$ cat config.mk
export PLATFORM = sky130hd
export DESIGN_NAME = nkl_alu
export DESIGN_NICKNAME = d
export VERILOG_FILES = /design/src/hw/rtl/nkl_pkg.sv /design/src/hw/rtl/nkl_alu.sv
export SDC_FILE = /design/constraint.sdc
export NUM_CORES = 1
export LEC_CHECK = 0
export ABC_AREA = 1
export BUFFER_PORTS_ARGS = -buffer_cell sky130_fd_sc_hd__buf_2
export CORE_MARGIN = 1
export CORE_UTILIZATION = 44
export DETAILED_ROUTE_END_ITERATION = 8
export PLACE_DENSITY = 0.7
export SKIP_LAST_GASP = 1
export SLEW_MARGIN = 20
export SYNTH_ARGS = -nofsm -noshare
export SYNTH_HDL_FRONTEND = slang
export SYNTH_SLANG_ARGS = --single-unit
$ cat constraint.sdc
create_clock -name vclk -period 6.5
set_clock_uncertainty 0.1 [all_clocks]
set_input_delay 1.3 -clock vclk [all_inputs]
set_output_delay 1.3 -clock vclk [all_outputs]
set_load 0.01 [all_outputs]
$ cat src/hw/rtl/nkl_pkg.sv
// Shared types and constants for the nearest keyframe lookup.
// Used by nkl_alu, nkl_seq and the top level; depends on nothing.
package nkl_pkg;

  localparam int unsigned NKL_MAX_FRAMES = 1024;

  localparam int unsigned CFG_IDX_W  = 3;
  localparam int unsigned CFG_DATA_W = 32;

  localparam int unsigned SPEED_W = 24;  // Q8.16 speed factor
  localparam int unsigned FRAC_W  = 16;
  localparam int unsigned MAG_W   = 33;  // |query - offset|
  localparam int unsigned ALU_W   = MAG_W + SPEED_W;  // full product width
  localparam int unsigned TIME_W  = ALU_W - FRAC_W;   // scaled time magnitude
  localparam int unsigned STAMP_W = 31;
  localparam int unsigned FRAME_W = 10;
  localparam int unsigned COUNT_W = 11;
  localparam int unsigned REP_W   = 32;
  localparam int unsigned CNT_W   = $clog2(TIME_W);

  typedef enum logic [CFG_IDX_W-1:0] {
    REG_TIME_OFFSET = 3'd0,
    REG_SPEED_SCALE = 3'd1,
    REG_LOOP_ON     = 3'd2,
    REG_FRAME_COUNT = 3'd3,
    REG_AUDIO_ON    = 3'd4
  } nkl_reg_e;

  typedef enum logic {
    OP_LOAD  = 1'b0,
    OP_QUERY = 1'b1
  } nkl_op_e;

  typedef struct packed {
    nkl_op_e              op;
    logic [9:0]           entry_index;
    logic [STAMP_W-1:0]   entry_time;
    logic signed [31:0]   query_time;
  } nkl_in_t;

  typedef struct packed {
    logic [FRAME_W-1:0] frame_index;
    logic               found;
    logic               restart_audio;
  } nkl_out_t;

  typedef struct packed {
    logic signed [31:0]   time_offset;
    logic [SPEED_W-1:0]   speed_scale;
    logic                 loop_on;
    logic [COUNT_W-1:0]   frame_count;
    logic                 audio_on;
  } nkl_cfg_t;

  // Operands for the shared adder/subtractor.
  typedef struct packed {
    logic [ALU_W-1:0] a;
    logic [ALU_W-1:0] b;
    logic             sub;
  } nkl_alu_req_t;

  // carry is high on a subtract when a >= b (no borrow).
  typedef struct packed {
    logic [ALU_W-1:0] sum;
    logic             carry;
  } nkl_alu_rsp_t;

endpackage

$ cat src/hw/rtl/nkl_alu.sv
// Shared wide adder/subtractor for the offset, scaling, modulo, repetition, search and midpoint steps of a query.
// Depends on nkl_pkg for the request/response structs.
module nkl_alu (
  input  nkl_pkg::nkl_alu_req_t req_i,
  output nkl_pkg::nkl_alu_rsp_t rsp_o
);
  import nkl_pkg::*;

  logic [ALU_W-1:0] b_x;
  logic [ALU_W:0]   total;

  assign b_x   = req_i.sub ? ~req_i.b : req_i.b;
  assign total = {1'b0, req_i.a} + {1'b0, b_x} + (ALU_W+1)'(req_i.sub);

  assign rsp_o.sum   = total[ALU_W-1:0];
  assign rsp_o.carry = total[ALU_W];

endmodule

# Word level (Yosys, flattened, before mapping)

Index checks and enable logic that the tools add are counted.

Register bits: 0
Bits in latches: 0
Memory bits (writable): 0
Memory bits (read-only): 0
Input bits: 115
Output and inout port bits: 58
Logic and storage cells: 4
Memories kept: 0

Add/subtract/negate cells: 2
$mul: 0
Div/mod/pow operators: 0
$lt $le $gt $ge: 0
Equality and inequality tests: 0
Shifts and indexed selects: 0
Muxes and demuxes: 1
Bitwise logic cells: 1
Reduce and logical (&&, ||, !) cells: 0

Operator list:

| kind             | number |
|---|---|
| $add A57 B57 Y58 | 1 |
| $add A58 B1 Y58  | 1 |
| $mux W57         | 1 |
| $not A57 Y57     | 1 |

# Logic depth before layout (Yosys ltp)

Gate-level depths: netlist of the first run.

Word-level depth: 4
Mapped depth: 17
Gate-level depth less buffers: 14

# Least setup slack after synthesis of the first run

No wires, ideal clock.

Path type: input -> output
Start point: input port req_i[0] (netlist bit)
End point: output port rsp_o[26] (netlist bit)
Arrival: 3.242 ns
Data required time: 5.100 ns
Setup slack: 1.858 ns
Stages on the path: 14
Buffers on the path: 3
Cells stage by stage: buf_2 -> buf_2 -> buf_2 -> xor2_1 -> ha_1 -> nand2_1 -> nor2_1 -> nand2_1 -> nand2_1 -> nand2_1 -> nand2_1 -> nand3_1 -> nand2_1 -> xor2_1

RTL lines:

| item            | line         | text |
|---|---|---|
| start, declared | nkl_alu.sv:4 | `input nkl_pkg::nkl_alu_req_t req_i,` |
| end, declared   | nkl_alu.sv:5 | `output nkl_pkg::nkl_alu_rsp_t rsp_o` |

==> impl_summary.md, run 1 <==
Cells and area
The summed area of non-filler cells in the final layout is 0.006840 mm2. Clock buffers in the final layout number 0. In the finished design the tool counted flip-flops and latches totalling 0. The most common cell after layout, fill and taps aside is sky130_fd_sc_hd__nand2_1. The filler cells instantiated in the layout total 1501. The area added between synthesis and finish is 18.05%. Summing all flip-flop and latch instances after layout gives 0 um2. In the final layout, the share of cells above drive strength 1 is 0.1609. Measured on the finished design, the core utilization comes to 0.5377. The library cells used most frequently in the layout, excluding fill and tap cells, are sky130_fd_sc_hd__nand2_1 (502), sky130_fd_sc_hd__inv_1 (257), sky130_fd_sc_hd__buf_2 (172).

The final layout net count is approximately 1500.

Global routing
For this run, the total global-route usage over all layers was measured as 0.3022. The via count of the first global-routing pass is 6478. The initial antenna violation count is 1.

The residual overflow from global routing is 0. The global-route wire length before repair is 31570 um. The largest net degree at the start of global routing is 59.

Place
The HPWL after detailed placement is between 15000 and 20000 um. The congestion estimate from routability-driven global placement came to roughly 0.98. Once placement finished, the instance area stood at ~0.0068 mm2.

The number of port buffers is 173.

Setup path
The nature of the critical path endpoint is an output port. STA classifies the critical path startpoint as a primary input. The largest fanout on the critical path is a little under 60. The critical path in this run is classified as in -> out. The data required time of the worst path is ~5100 ps. The data arrival time of the worst path is approximately 4000 ps. For this run, the slowest stage of the critical path takes 680 ps. The library cell contributing the largest single delay on the critical path is sky130_fd_sc_hd__buf_4. Counting stages on the worst path, the most repeated cell is sky130_fd_sc_hd__nand2_1. Walking the worst path, the cells encountered are buf_4, xor2_1, ha_1, a21oi_1, nand2_1, a21oi_1, nand2_1, a21oi_1, nand2_1, nand2_1, nand2_1, buf_2.

Logic synthesis
The part of the Yosys area used for sequential elements is 0. The share of the synthesized netlist area taken by xor and xnor gates is 0.1300. The cell area that synthesis handed to floorplanning was a little under 0.006 mm2. Of the total synthesized cell area, the portion taken by AND, OR, NAND and NOR gates is 0.5046. Of the post-synthesis cell area, the part taken by muxes is 0. The share of synthesized cell area in full adder, half adder and majority cells is 0.1373.

The count of distinct cell types in the synthesized netlist is 28. The complex-gate fraction of the synthesized area is 0.04751. The number of nets handed over by synthesis was between 1000 and 1500. For this run, the number of Yosys warnings is 0. After synthesis, the largest family of logic cells by area is simple AND/OR/NAND/NOR gates. The average instance in the mapped netlist occupies between 4 and 5 um2. Synthesis produced between 1000 and 1500 cells.

Detailed routing
After detailed routing, the number of remaining DRC violations is 0. The final route contains 7247 vias. The residual antenna-violating net count after detailed routing is 0. In this run, the number of DRC markers left after iteration 0 of detailed routing was 515. The first detailed-routing pass took 7 iterations.

Summed over all layers, the routed wires come to 20600 um. In the final routed layout, each cell accounts on average for between 10 and 15 um. After detailed routing, the number of vias per cell comes to 4.761.

Power
IR analysis of the VDD net gives a maximum drop of around 0.071 mV. In this run the static leakage power is 4.507 nW. Power spread over the standard cell area amounts to roughly 140 mW/mm2.

The total power consumption of the routed design is roughly 0.95 mW.

STA
The tightest hold path in the finished design has a slack of ~2800 ps. Static timing analysis puts the maximum clock frequency at 0.1852 GHz. Summed over all failing endpoints, the final setup total negative slack is 0 ps. In the finished design, the share of the clock period the worst path needs comes to 0.8309. Counting I/O delays and the setup requirement, the final critical path takes 5401 ps. The number of max-slew violations in the final report is 0.

The transition time at the pin with the least slew margin is roughly 940 ps. The count of endpoints failing hold in the final timing report was 0. The tightest slew margin relative to the limit is 0.3721.

Setup repair after global routing left no endpoint under its margin. Setup violations remaining at the end of the flow were counted as 0.

CTS
The total setup buffers inserted after CTS is 0. Gates resized during post-CTS repair numbered 0. Hold repair after CTS inserted 0 buffers.

Flow run
The max-capacitance violation count is 0.

Floorplan
Measured along the y axis, the die boundary spans between 100 and 150 um. The number of rows created at floorplan is between 40 and 50. The x dimension of the die is 116.8 um.

The die covers 0.01363 mm2. The floorplan step defined a core boundary enclosing between 0.01 and 0.015 mm2. The initial utilization of the core area, before any placement, comes to 0.4554. During I/O placement, the number of pins put on the boundary was 173.

Status
The run finished with clean final reports.

Min path
The tightest min-delay check is of the in -> out type.
-- logic make-up after synthesis --
| logic type | after synthesis |
|---|---|
| buf+inv | 276 |
| xor+xnor | 86 |
| simple gates | 707 |
| fa+ha+maj | 63 |
| compound gates | 52 |
-- report_power, final --
group	internal [mW]	leakage [nW]	total [mW]	switching, mW
combinational	0.339	4.51	0.950	0.612
sequential	0	0	0	0
clock	0.0000000206	0.00000634	0.0000000206	0
total	0.339	4.51	0.950	0.612
-- cell type report --
class	count	area [um2]	area share
multi-input combinational	908	4748	0.6942
inverter	268	1006	0.1471
timing repair buffer	173	868.3	0.1269
tap	172	215.2	0.03146
antenna	1	2.502	0.0003658
-- final timing paths --
check             slack (ps)  startpoint   endpoint  cells after the start
hold / removal          2820   req_i[58]   rsp_o[1]                      4
setup / recovery        1100    req_i[0]  rsp_o[56]                     12
-- worst max-delay path, delay by kind of cell --
kind	cells	cell delay, ps
AO/OA/AOI/OAI	3	750
XOR/XNOR	1	170
adder cells (fa/ha/maj)	1	470
buffers and inverters	2	810
AND/OR/NAND/NOR	5	410
-- routing by layer --
metal / routed length [um] / track usage
met3: 1395 / 0.02647
met1: 10120 / 0.4479
met5: 0 / 0
met2: 8732 / 0.4773
met4: 347 / 0.04810
-- cells in the mapped netlist --
cell / n / area (um2)
sky130_fd_sc_hd__nand2_1: 502 / 1884
sky130_fd_sc_hd__inv_1: 257 / 964.7
sky130_fd_sc_hd__nor2_1: 88 / 330.3
sky130_fd_sc_hd__xor2_1: 80 / 700.7
sky130_fd_sc_hd__ha_1: 62 / 775.7
sky130_fd_sc_hd__nand3_1: 46 / 230.2
sky130_fd_sc_hd__a21oi_1: 40 / 200.2
sky130_fd_sc_hd__nand4_1: 18 / 112.6
sky130_fd_sc_hd__nor2_2: 16 / 100.1
sky130_fd_sc_hd__inv_2: 11 / 41.29
sky130_fd_sc_hd__nor3_1: 11 / 55.05
sky130_fd_sc_hd__buf_2: 8 / 40.04
sky130_fd_sc_hd__and2_1: 6 / 37.54
sky130_fd_sc_hd__xnor2_1: 6 / 52.55
sky130_fd_sc_hd__nand2_2: 5 / 31.28
sky130_fd_sc_hd__o21ai_0: 5 / 25.02
sky130_fd_sc_hd__nand3_2: 4 / 40.04
sky130_fd_sc_hd__nor2_4: 4 / 45.04
sky130_fd_sc_hd__nor3_2: 3 / 30.03
sky130_fd_sc_hd__o21bai_1: 3 / 22.52
sky130_fd_sc_hd__nand3b_1: 2 / 15.01
sky130_fd_sc_hd__a21oi_2: 1 / 8.760
sky130_fd_sc_hd__a31oi_1: 1 / 6.260
sky130_fd_sc_hd__and3_1: 1 / 6.260
sky130_fd_sc_hd__fa_1: 1 / 20.02
sky130_fd_sc_hd__o21a_1: 1 / 7.510
sky130_fd_sc_hd__o21ai_1: 1 / 5.000
sky130_fd_sc_hd__or2_0: 1 / 6.260
-- stage by stage --
| step | setup slack (ps) | cells |
|---|---|---|
| 6_report | 1099 | 1522 |
| 5_1_grt | 859.3 | 1522 |
| 4_1_cts | 1164 | 1521 |
| 3_5_place_dp | 1175 | 1521 |
| 3_3_place_gp | 1138 | 1521 |
| 2_1_floorplan | 1858 | 1184 |
Note: power is estimated with default switching activity, not from simulation.
==> run 2: changes to the inputs <==
--- a/config.mk
+++ b/config.mk
@@ -5,12 +5,12 @@
 export SDC_FILE = /design/constraint.sdc
 export NUM_CORES = 1
 export LEC_CHECK = 0
-export ABC_AREA = 1
+export ABC_AREA = 0
 export BUFFER_PORTS_ARGS = -buffer_cell sky130_fd_sc_hd__buf_2
 export CORE_MARGIN = 1
 export CORE_UTILIZATION = 44
 export DETAILED_ROUTE_END_ITERATION = 8
-export PLACE_DENSITY = 0.7
+export PLACE_DENSITY = 0.74
 export SKIP_LAST_GASP = 1
 export SLEW_MARGIN = 20
 export SYNTH_ARGS = -nofsm -noshare
==> constraint.sdc (replaced) <==
create_clock -name vclk -period 5.2
set_clock_uncertainty 0.1 [all_clocks]
set_input_delay 1.04 -clock vclk [all_inputs]
set_output_delay 1.04 -clock vclk [all_outputs]
set_load 0.01 [all_outputs]
==> run 2 against run 1 <==
Effect of this change: wire length is 33% lower; setup slack worse by 1000 ps; utilization is 5.6 points higher; design area is 20% lower; largest cell class unchanged; non-clock buffer count is 34 higher; count of clock-buffer cells in the layout stayed put; global-route usage is 4.3 points lower; synthesized cell count is 49% lower; critical endpoint is now rsp_o[57]; sequential share of layout area stayed put; critical path depth is 2 higher; worst hold slack worse by 570 ps.
==> impl_summary.md, run 2 <==
Setup path
The data arrival time of the worst path is 3960 ps. The nature of the critical path endpoint is an output port. The worst setup path is launched from a primary input. The worst setup path is of the in -> out kind. The data required time of the worst path is around 4100 ps. The largest fanout on the critical path is 11. Tracing the worst setup path back leads to its startpoint at req_i[0].

Cells and area
Of the cells placed in the final design, the portion with a size suffix greater than 1 is 0.3001. The most common cell after layout, fill and taps aside is sky130_fd_sc_hd__buf_2. The library cells used most frequently in the layout, excluding fill and tap cells, are sky130_fd_sc_hd__buf_2 (172), sky130_fd_sc_hd__xor2_1 (76), sky130_fd_sc_hd__a21oi_1 (67).

In the final layout, flip-flops and latches occupy 0 um2. The final layout net count is between 900 and 1000. The end-of-flow core utilization is 0.5935.

Compared with the post-synthesis result, the final layout area differs by 30.41%. The count of clock buffers in the final design is 0. The number of antenna diodes in the final layout is 0.

The sequential cell count is 0.

Logic synthesis
When the netlist entered floorplanning its net count stood at 787. The instance count of the mapped netlist is between 600 and 700. In the post-synthesis netlist, the biggest area contributors are sky130_fd_sc_hd__ha_1 (18%), sky130_fd_sc_hd__xor2_1 (16%), sky130_fd_sc_hd__a21oi_1 (8.3%). The most used standard cell by instance count after synthesis is sky130_fd_sc_hd__xor2_1. The per-instance average area after synthesis is 6.905 um2. The synthesized design spends more area on one cell type than any other, namely sky130_fd_sc_hd__ha_1. The number of warning messages in the yosys log is 0. The part of the Yosys area used for sequential elements is 0. The commonest cells after synthesis are sky130_fd_sc_hd__xor2_1 (76), sky130_fd_sc_hd__a21oi_1 (70), sky130_fd_sc_hd__ha_1 (62), sky130_fd_sc_hd__nand2_1 (59), sky130_fd_sc_hd__nor2_1 (53).

The summed instance area of the synthesized netlist is roughly 0.0042 mm2. The count of distinct cell types in the synthesized netlist is roughly 70. The share of synthesized area in the top cell type comes to 0.1845.

Min path
The depth of the worst hold-timing path is 3. The source of the worst hold timing path is req_i[58]. The class of the most critical hold timing path is in -> out. The capture endpoint of the worst hold path is rsp_o[1].

Global routing
Entering global routing, the biggest net connects 25 pins. Summed over all layers, the global routing overflow is 0. The overall track demand over capacity in global routing is 0.2592. The global-route wire length before repair is between 20000 and 25000 um. The initial antenna violation count is 0.

The via count of the first global-routing pass was between 4000 and 5000.

Detailed routing
The amount of wire on met3 after detailed routing is 748 um. The initial detailed-routing violation count is around 230. In the routed layout, each cell is associated on average with a via count of roughly 5.7. The average wire length per cell after detail routing is about 15 um. Detailed routing inserted a total of 5268 vias.

Before antenna repair, the detailed router went through 5 iterations. The amount of wire on met2 after detailed routing is about 6700 um. The final layout contains routed wiring with a total length of 13720 um. In the final routing, the length of wire on met1 measures 6072 um. After detailed routing, the number of remaining DRC violations is 0. The top routing layer in use is met4. The residual antenna-violating net count after detailed routing is 0.

STA
In the post-route analysis, the smallest setup slack over all paths is 96.80 ps. The number of max-slew violations in the final report is 0. The fmax is a little under 0.2 GHz. For the finished layout, the period the worst path requires is just over 5000 ps. The count of endpoints failing hold in the final timing report is 0.

The setup TNS is 0 ps. Of the available clock period, the critical path in the final layout requires 0.9814. The tightest slew margin relative to the limit is 0.6234. Setup violations remaining at the end of the flow were counted as 0. The transition time at the pin with the least slew margin is approximately 560 ps.

Power
The leakage power is 2.705 nW. The power per cell area is approximately 200 mW/mm2. The maximum vdd ir drop is 0.1008 mV.

Floorplan
For this configuration, the core starts out at a cell density of 0.4551. Measured along the y axis, the die boundary spans 99.76 um. The count of boundary I/O pins is ~170.

The number of rows created at floorplan is 35. The floorplan step set the die width to ~100 um. The floorplan die area is 0.009952 mm2. The total core area is approximately 0.0092 mm2.

CTS
The hold buffer count at CTS is 0.

Place
The worst setup slack before clock tree synthesis is -116.5 ps. Once detailed placement completed, the half-perimeter wirelength came to approximately 12000 um. Buffers placed on the I/O ports in this run total between 150 and 200. The final weighted congestion in routability-driven placement is roughly 0.94.

Status
The run finished with clean final reports.

Flow run
The max-capacitance violation count is 0.
run 2: cell count changes after synthesis, sizes merged, moves of 29 or more:
cell | previous run | this run
nand2 | 507 | 59
inv | 268 | 14
nor2 | 108 | 53
o21ai | 6 | 49
nand3 | 50 | 14
a21oi | 41 | 70
run 2: where the power goes:
group	internal, mW	switching (mW)
clock	0	0
sequential	0	0
combinational	0.476	0.634
run 2: per-stage QoR:
| step | cell area [um2] | instances | total power [mW] | hold WS (ps) |
|---|---|---|---|---|
| 6_report | 5484 | 922 | 1.110 | 2256 |
| 5_1_grt | 5484 | 922 | 1.212 | 2270 |
| 4_1_cts | 5358 | 919 | 1.078 | 2258 |
| 3_5_place_dp | 5351 | 919 | 1.070 | 2257 |
| 3_3_place_gp | 5351 | 919 | 1.057 | 2259 |
| 2_1_floorplan | 4208 | 609 | 0.7094 | 2056 |
run 2: logic make-up after synthesis:
logic type	share of synthesized area
mux	0.005058
simple gates	0.2229
buf+inv	0.04552
fa+ha+maj	0.1892
compound gates	0.3187
xor+xnor	0.2187
run 2: repair_timing:
action / in CTS / in global routing
pin swaps: 0 / 4
gates resized for setup: 1 / 17
gates cloned: 0 / 2
endpoints found under the setup margin: 2 / 17
setup buffers: 0 / 1
run 2: how the worst max path moves through the flow:
stage	to	slack (ps)	cells after the start
final	rsp_o[57]	100	14
after global routing	rsp_o[57]	-2	12
after CTS	rsp_o[57]	20	13
after detailed placement	rsp_o[0]	-120	13
after global placement	rsp_o[0]	-70	13
after floorplan	rsp_o[48]	60	11
run 2: cell type report:
cell class,count,area [um2]
timing repair buffer,207,1187
multi-input combinational,572,4083
inverter,14,52.55
fill,914,3756
tap,129,161.4
run 2: critical path: stages:
cell and delay, ps:
sky130_fd_sc_hd__buf_6 140, sky130_fd_sc_hd__buf_12 150, sky130_fd_sc_hd__xor2_1 160, sky130_fd_sc_hd__ha_1 300, sky130_fd_sc_hd__buf_4 160, sky130_fd_sc_hd__o21ai_0 190, sky130_fd_sc_hd__o21bai_2 120, sky130_fd_sc_hd__o311a_1 360
sky130_fd_sc_hd__o311ai_4 390, sky130_fd_sc_hd__a211oi_2 150, sky130_fd_sc_hd__o21ai_2 280, sky130_fd_sc_hd__a21boi_0 130, sky130_fd_sc_hd__o221a_2 260, sky130_fd_sc_hd__buf_2 130
run 2: routing by layer:
metal,global-route usage,up-vias
li1,-,2611
met3,0.009838,18
met2,0.4716,209
met4,0.03846,0
met1,0.3433,2430
met5,0,-
==> run 3: changes to the inputs <==
--- a/config.mk
+++ b/config.mk
@@ -10,7 +10,7 @@
 export CORE_MARGIN = 1
 export CORE_UTILIZATION = 44
 export DETAILED_ROUTE_END_ITERATION = 8
-export PLACE_DENSITY = 0.74
+export PLACE_DENSITY = 0.81
 export SKIP_LAST_GASP = 1
 export SLEW_MARGIN = 20
 export SYNTH_ARGS = -nofsm -noshare
==> run 3 against run 2 <==
Effect of this change: die area is the same; total power shrank 1.8%; highest routed layer unchanged; critical path type unchanged; worst hold slack improved by 8.2 ps; count of clock-buffer cells in the layout unchanged; critical path depth decreased by 1; critical endpoint unchanged; design area shrank 1.6%; final cell count is 0.98% lower.
==> impl_summary.md, run 3 (synthesis results as in run 2) <==
Status
The flow ran to the end, and the final reports show no timing, DRC or antenna violations.

Power
Of the total power, registers draw 0. The cell internal power dissipation is between 0.4 and 0.5 mW. The leakage power is about 2.6 nW.

The analysis attributes to net switching a power of between 0.6 and 0.7 mW. The share of total power dissipated in the clock network is 0. In this run the power density over the cells is between 200 and 250 mW/mm2. The completed layout was analyzed and its total power is around 1.1 mW. IR analysis of the VDD net gives a maximum drop of around 0.11 mV. The combinational fraction of design power is 1.000. The switching fraction of total power is 0.5716.

Global routing
The initial antenna violation count came to 0. The residual overflow from global routing is 0. Entering global routing, the biggest net connects 28 pins. The via count of the first global-routing pass is 4659. The overall track demand over capacity in global routing is 0.2413.

The first global-routing pass estimated 20420 um of wire.

STA
Headroom to the max-slew limit came out at 0.6248. Setup repair after global routing could not meet its margin everywhere. At the pin with the least slew margin, the transition time is between 500 and 600 ps. The number of max-slew violations in the final report came to 0.

The ratio of final minimum period to clock period is 0.9724. The count of endpoints failing setup in the final report is 0. The count of endpoints failing hold in the final timing report is 0. The worst path in the final design needs a cycle of approximately 5100 ps, including I/O delays and setup. Hold timing on the final database bottoms out at a slack of 2264 ps. The worst path meets setup with 143.5 ps of slack.

For this run, the top clock speed supported by timing is 0.1978 GHz.

Flow run
Max-cap violations in this run came to 0.

Floorplan
The count of boundary I/O pins is 173. The die is 99.76 um wide. The floorplan die area is roughly 0.010 mm2. The die is approximately 100 um tall. For this configuration, the core starts out at a cell density of 0.4551. The floorplan has 35 rows. The floorplan step defined a core boundary enclosing slightly above 0.009 mm2.

Place
Buffers placed on the I/O ports in this run total about 170. Including well taps, the total number of placed cells is between 900 and 1000. The placed instances occupy a cell area of ~0.0053 mm2.

The congestion estimate from routability-driven global placement came to slightly above 0.9. The wire-length estimate of the detail-placed layout is approximately 11000 um. The worst setup slack before clock tree synthesis is 79.24 ps.

Detailed routing
In this run the remaining antenna-violating nets after routing total 0. The number of design rule violations left after detail routing is 0. The detailed-router iteration count before antenna repair is 5. The final route contains approximately 5000 vias.

The average wire length per cell after detail routing is between 10 and 15 um. After detailed routing, the number of vias per cell comes to roughly 5.6. The routed design has around 13000 um of wire.

After the first detailed-routing iteration, the DRC count stood at 275.

Cells and area
Excluding fillers, the count of instances in the completed layout stands at 913. The sequential cell area is 0 um2. The diode insertion count for antenna repair is 0.

The count of clock buffers in the final design is 0. Of the cells placed in the final design, the portion with a size suffix greater than 1 is 0.2934. The summed area of non-filler cells in the final layout is 0.005395 mm2.

The sequential cell count is 0. Relative to the synthesized area, the layout overhead comes to 28.30%. The most common cell after layout, fill and taps aside is sky130_fd_sc_hd__buf_2.

In the layout the commonest cells are sky130_fd_sc_hd__buf_2 (173), sky130_fd_sc_hd__xor2_1 (75), sky130_fd_sc_hd__a21oi_1 (68). The final layout contains just under 1000 nets.

CTS
The number of gates resized after CTS was 0. The hold buffer count at CTS is 0. The total setup buffers inserted after CTS is 0.

Min path
The class of the most critical hold timing path is in -> out.

Setup path
STA classifies the critical path startpoint as a primary input. The sum of buffers and inverters on the critical path is 3. The library cell appearing most often on the critical path is sky130_fd_sc_hd__buf_2. STA classifies the critical path endpoint as an output port. The signal on the critical path passes through buf_2, buf_12, mux2_2, fa_1, a21oi_2, o211ai_1, and4_2, o311ai_4, a211oi_2, o21ai_2, a21boi_0, o221a_2, buf_2. In this design, the largest share of critical-path delay is due to compound AO/OA/AOI/OAI gates. Data on the critical path arrives at its endpoint at approximately 3900 ps.

Along the worst path, the maximum fanout reaches 21. The library cell contributing the largest single delay on the critical path is sky130_fd_sc_hd__fa_1. The data required time of the worst path is just over 4000 ps. The critical path in this run is classified as in -> out. The critical path's largest stage delay is about 430 ps.
[run 3: worst min-delay path: stages]
cell and delay (ps):
sky130_fd_sc_hd__buf_2 90, sky130_fd_sc_hd__xor2_1 60, sky130_fd_sc_hd__buf_2 130
[run 3: cell type report]
class	count	area (um2)
inverter	14	52.55
timing repair buffer	198	1079
tap	129	161.4
multi-input combinational	572	4103
fill	889	3845
[run 3: per-layer routing]
layer	up-vias	GRT usage	wire, um
met2	189	0.4265	6211
li1	2589	-	-
met5	-	0	0
met3	16	0.009838	737
met1	2333	0.3287	5730
met4	0	0.03733	146
[run 3: power by group through the flow]
stage	Sequential (mW)	Combinational [mW]	Clock (mW)
floorplan	0	0.709	0
global placement	0	1.05	0
detailed placement	0	1.06	0
CTS	0	1.06	0
global route	0	1.19	0
finish	0	1.09	0
[run 3: worst paths after layout]
path	from	to	slack, ps	cells after the start
setup / recovery	req_i[0]	rsp_o[57]	140	13
hold / removal	req_i[58]	rsp_o[1]	2260	3
[run 3: stage by stage]
stage,setup TNS (ps),util
after floorplan,0,-
after global placement,0,0.5743
after detailed placement,0,0.5743
after CTS,0,0.5743
after global routing,-64.74,0.5839
final,0,0.5839
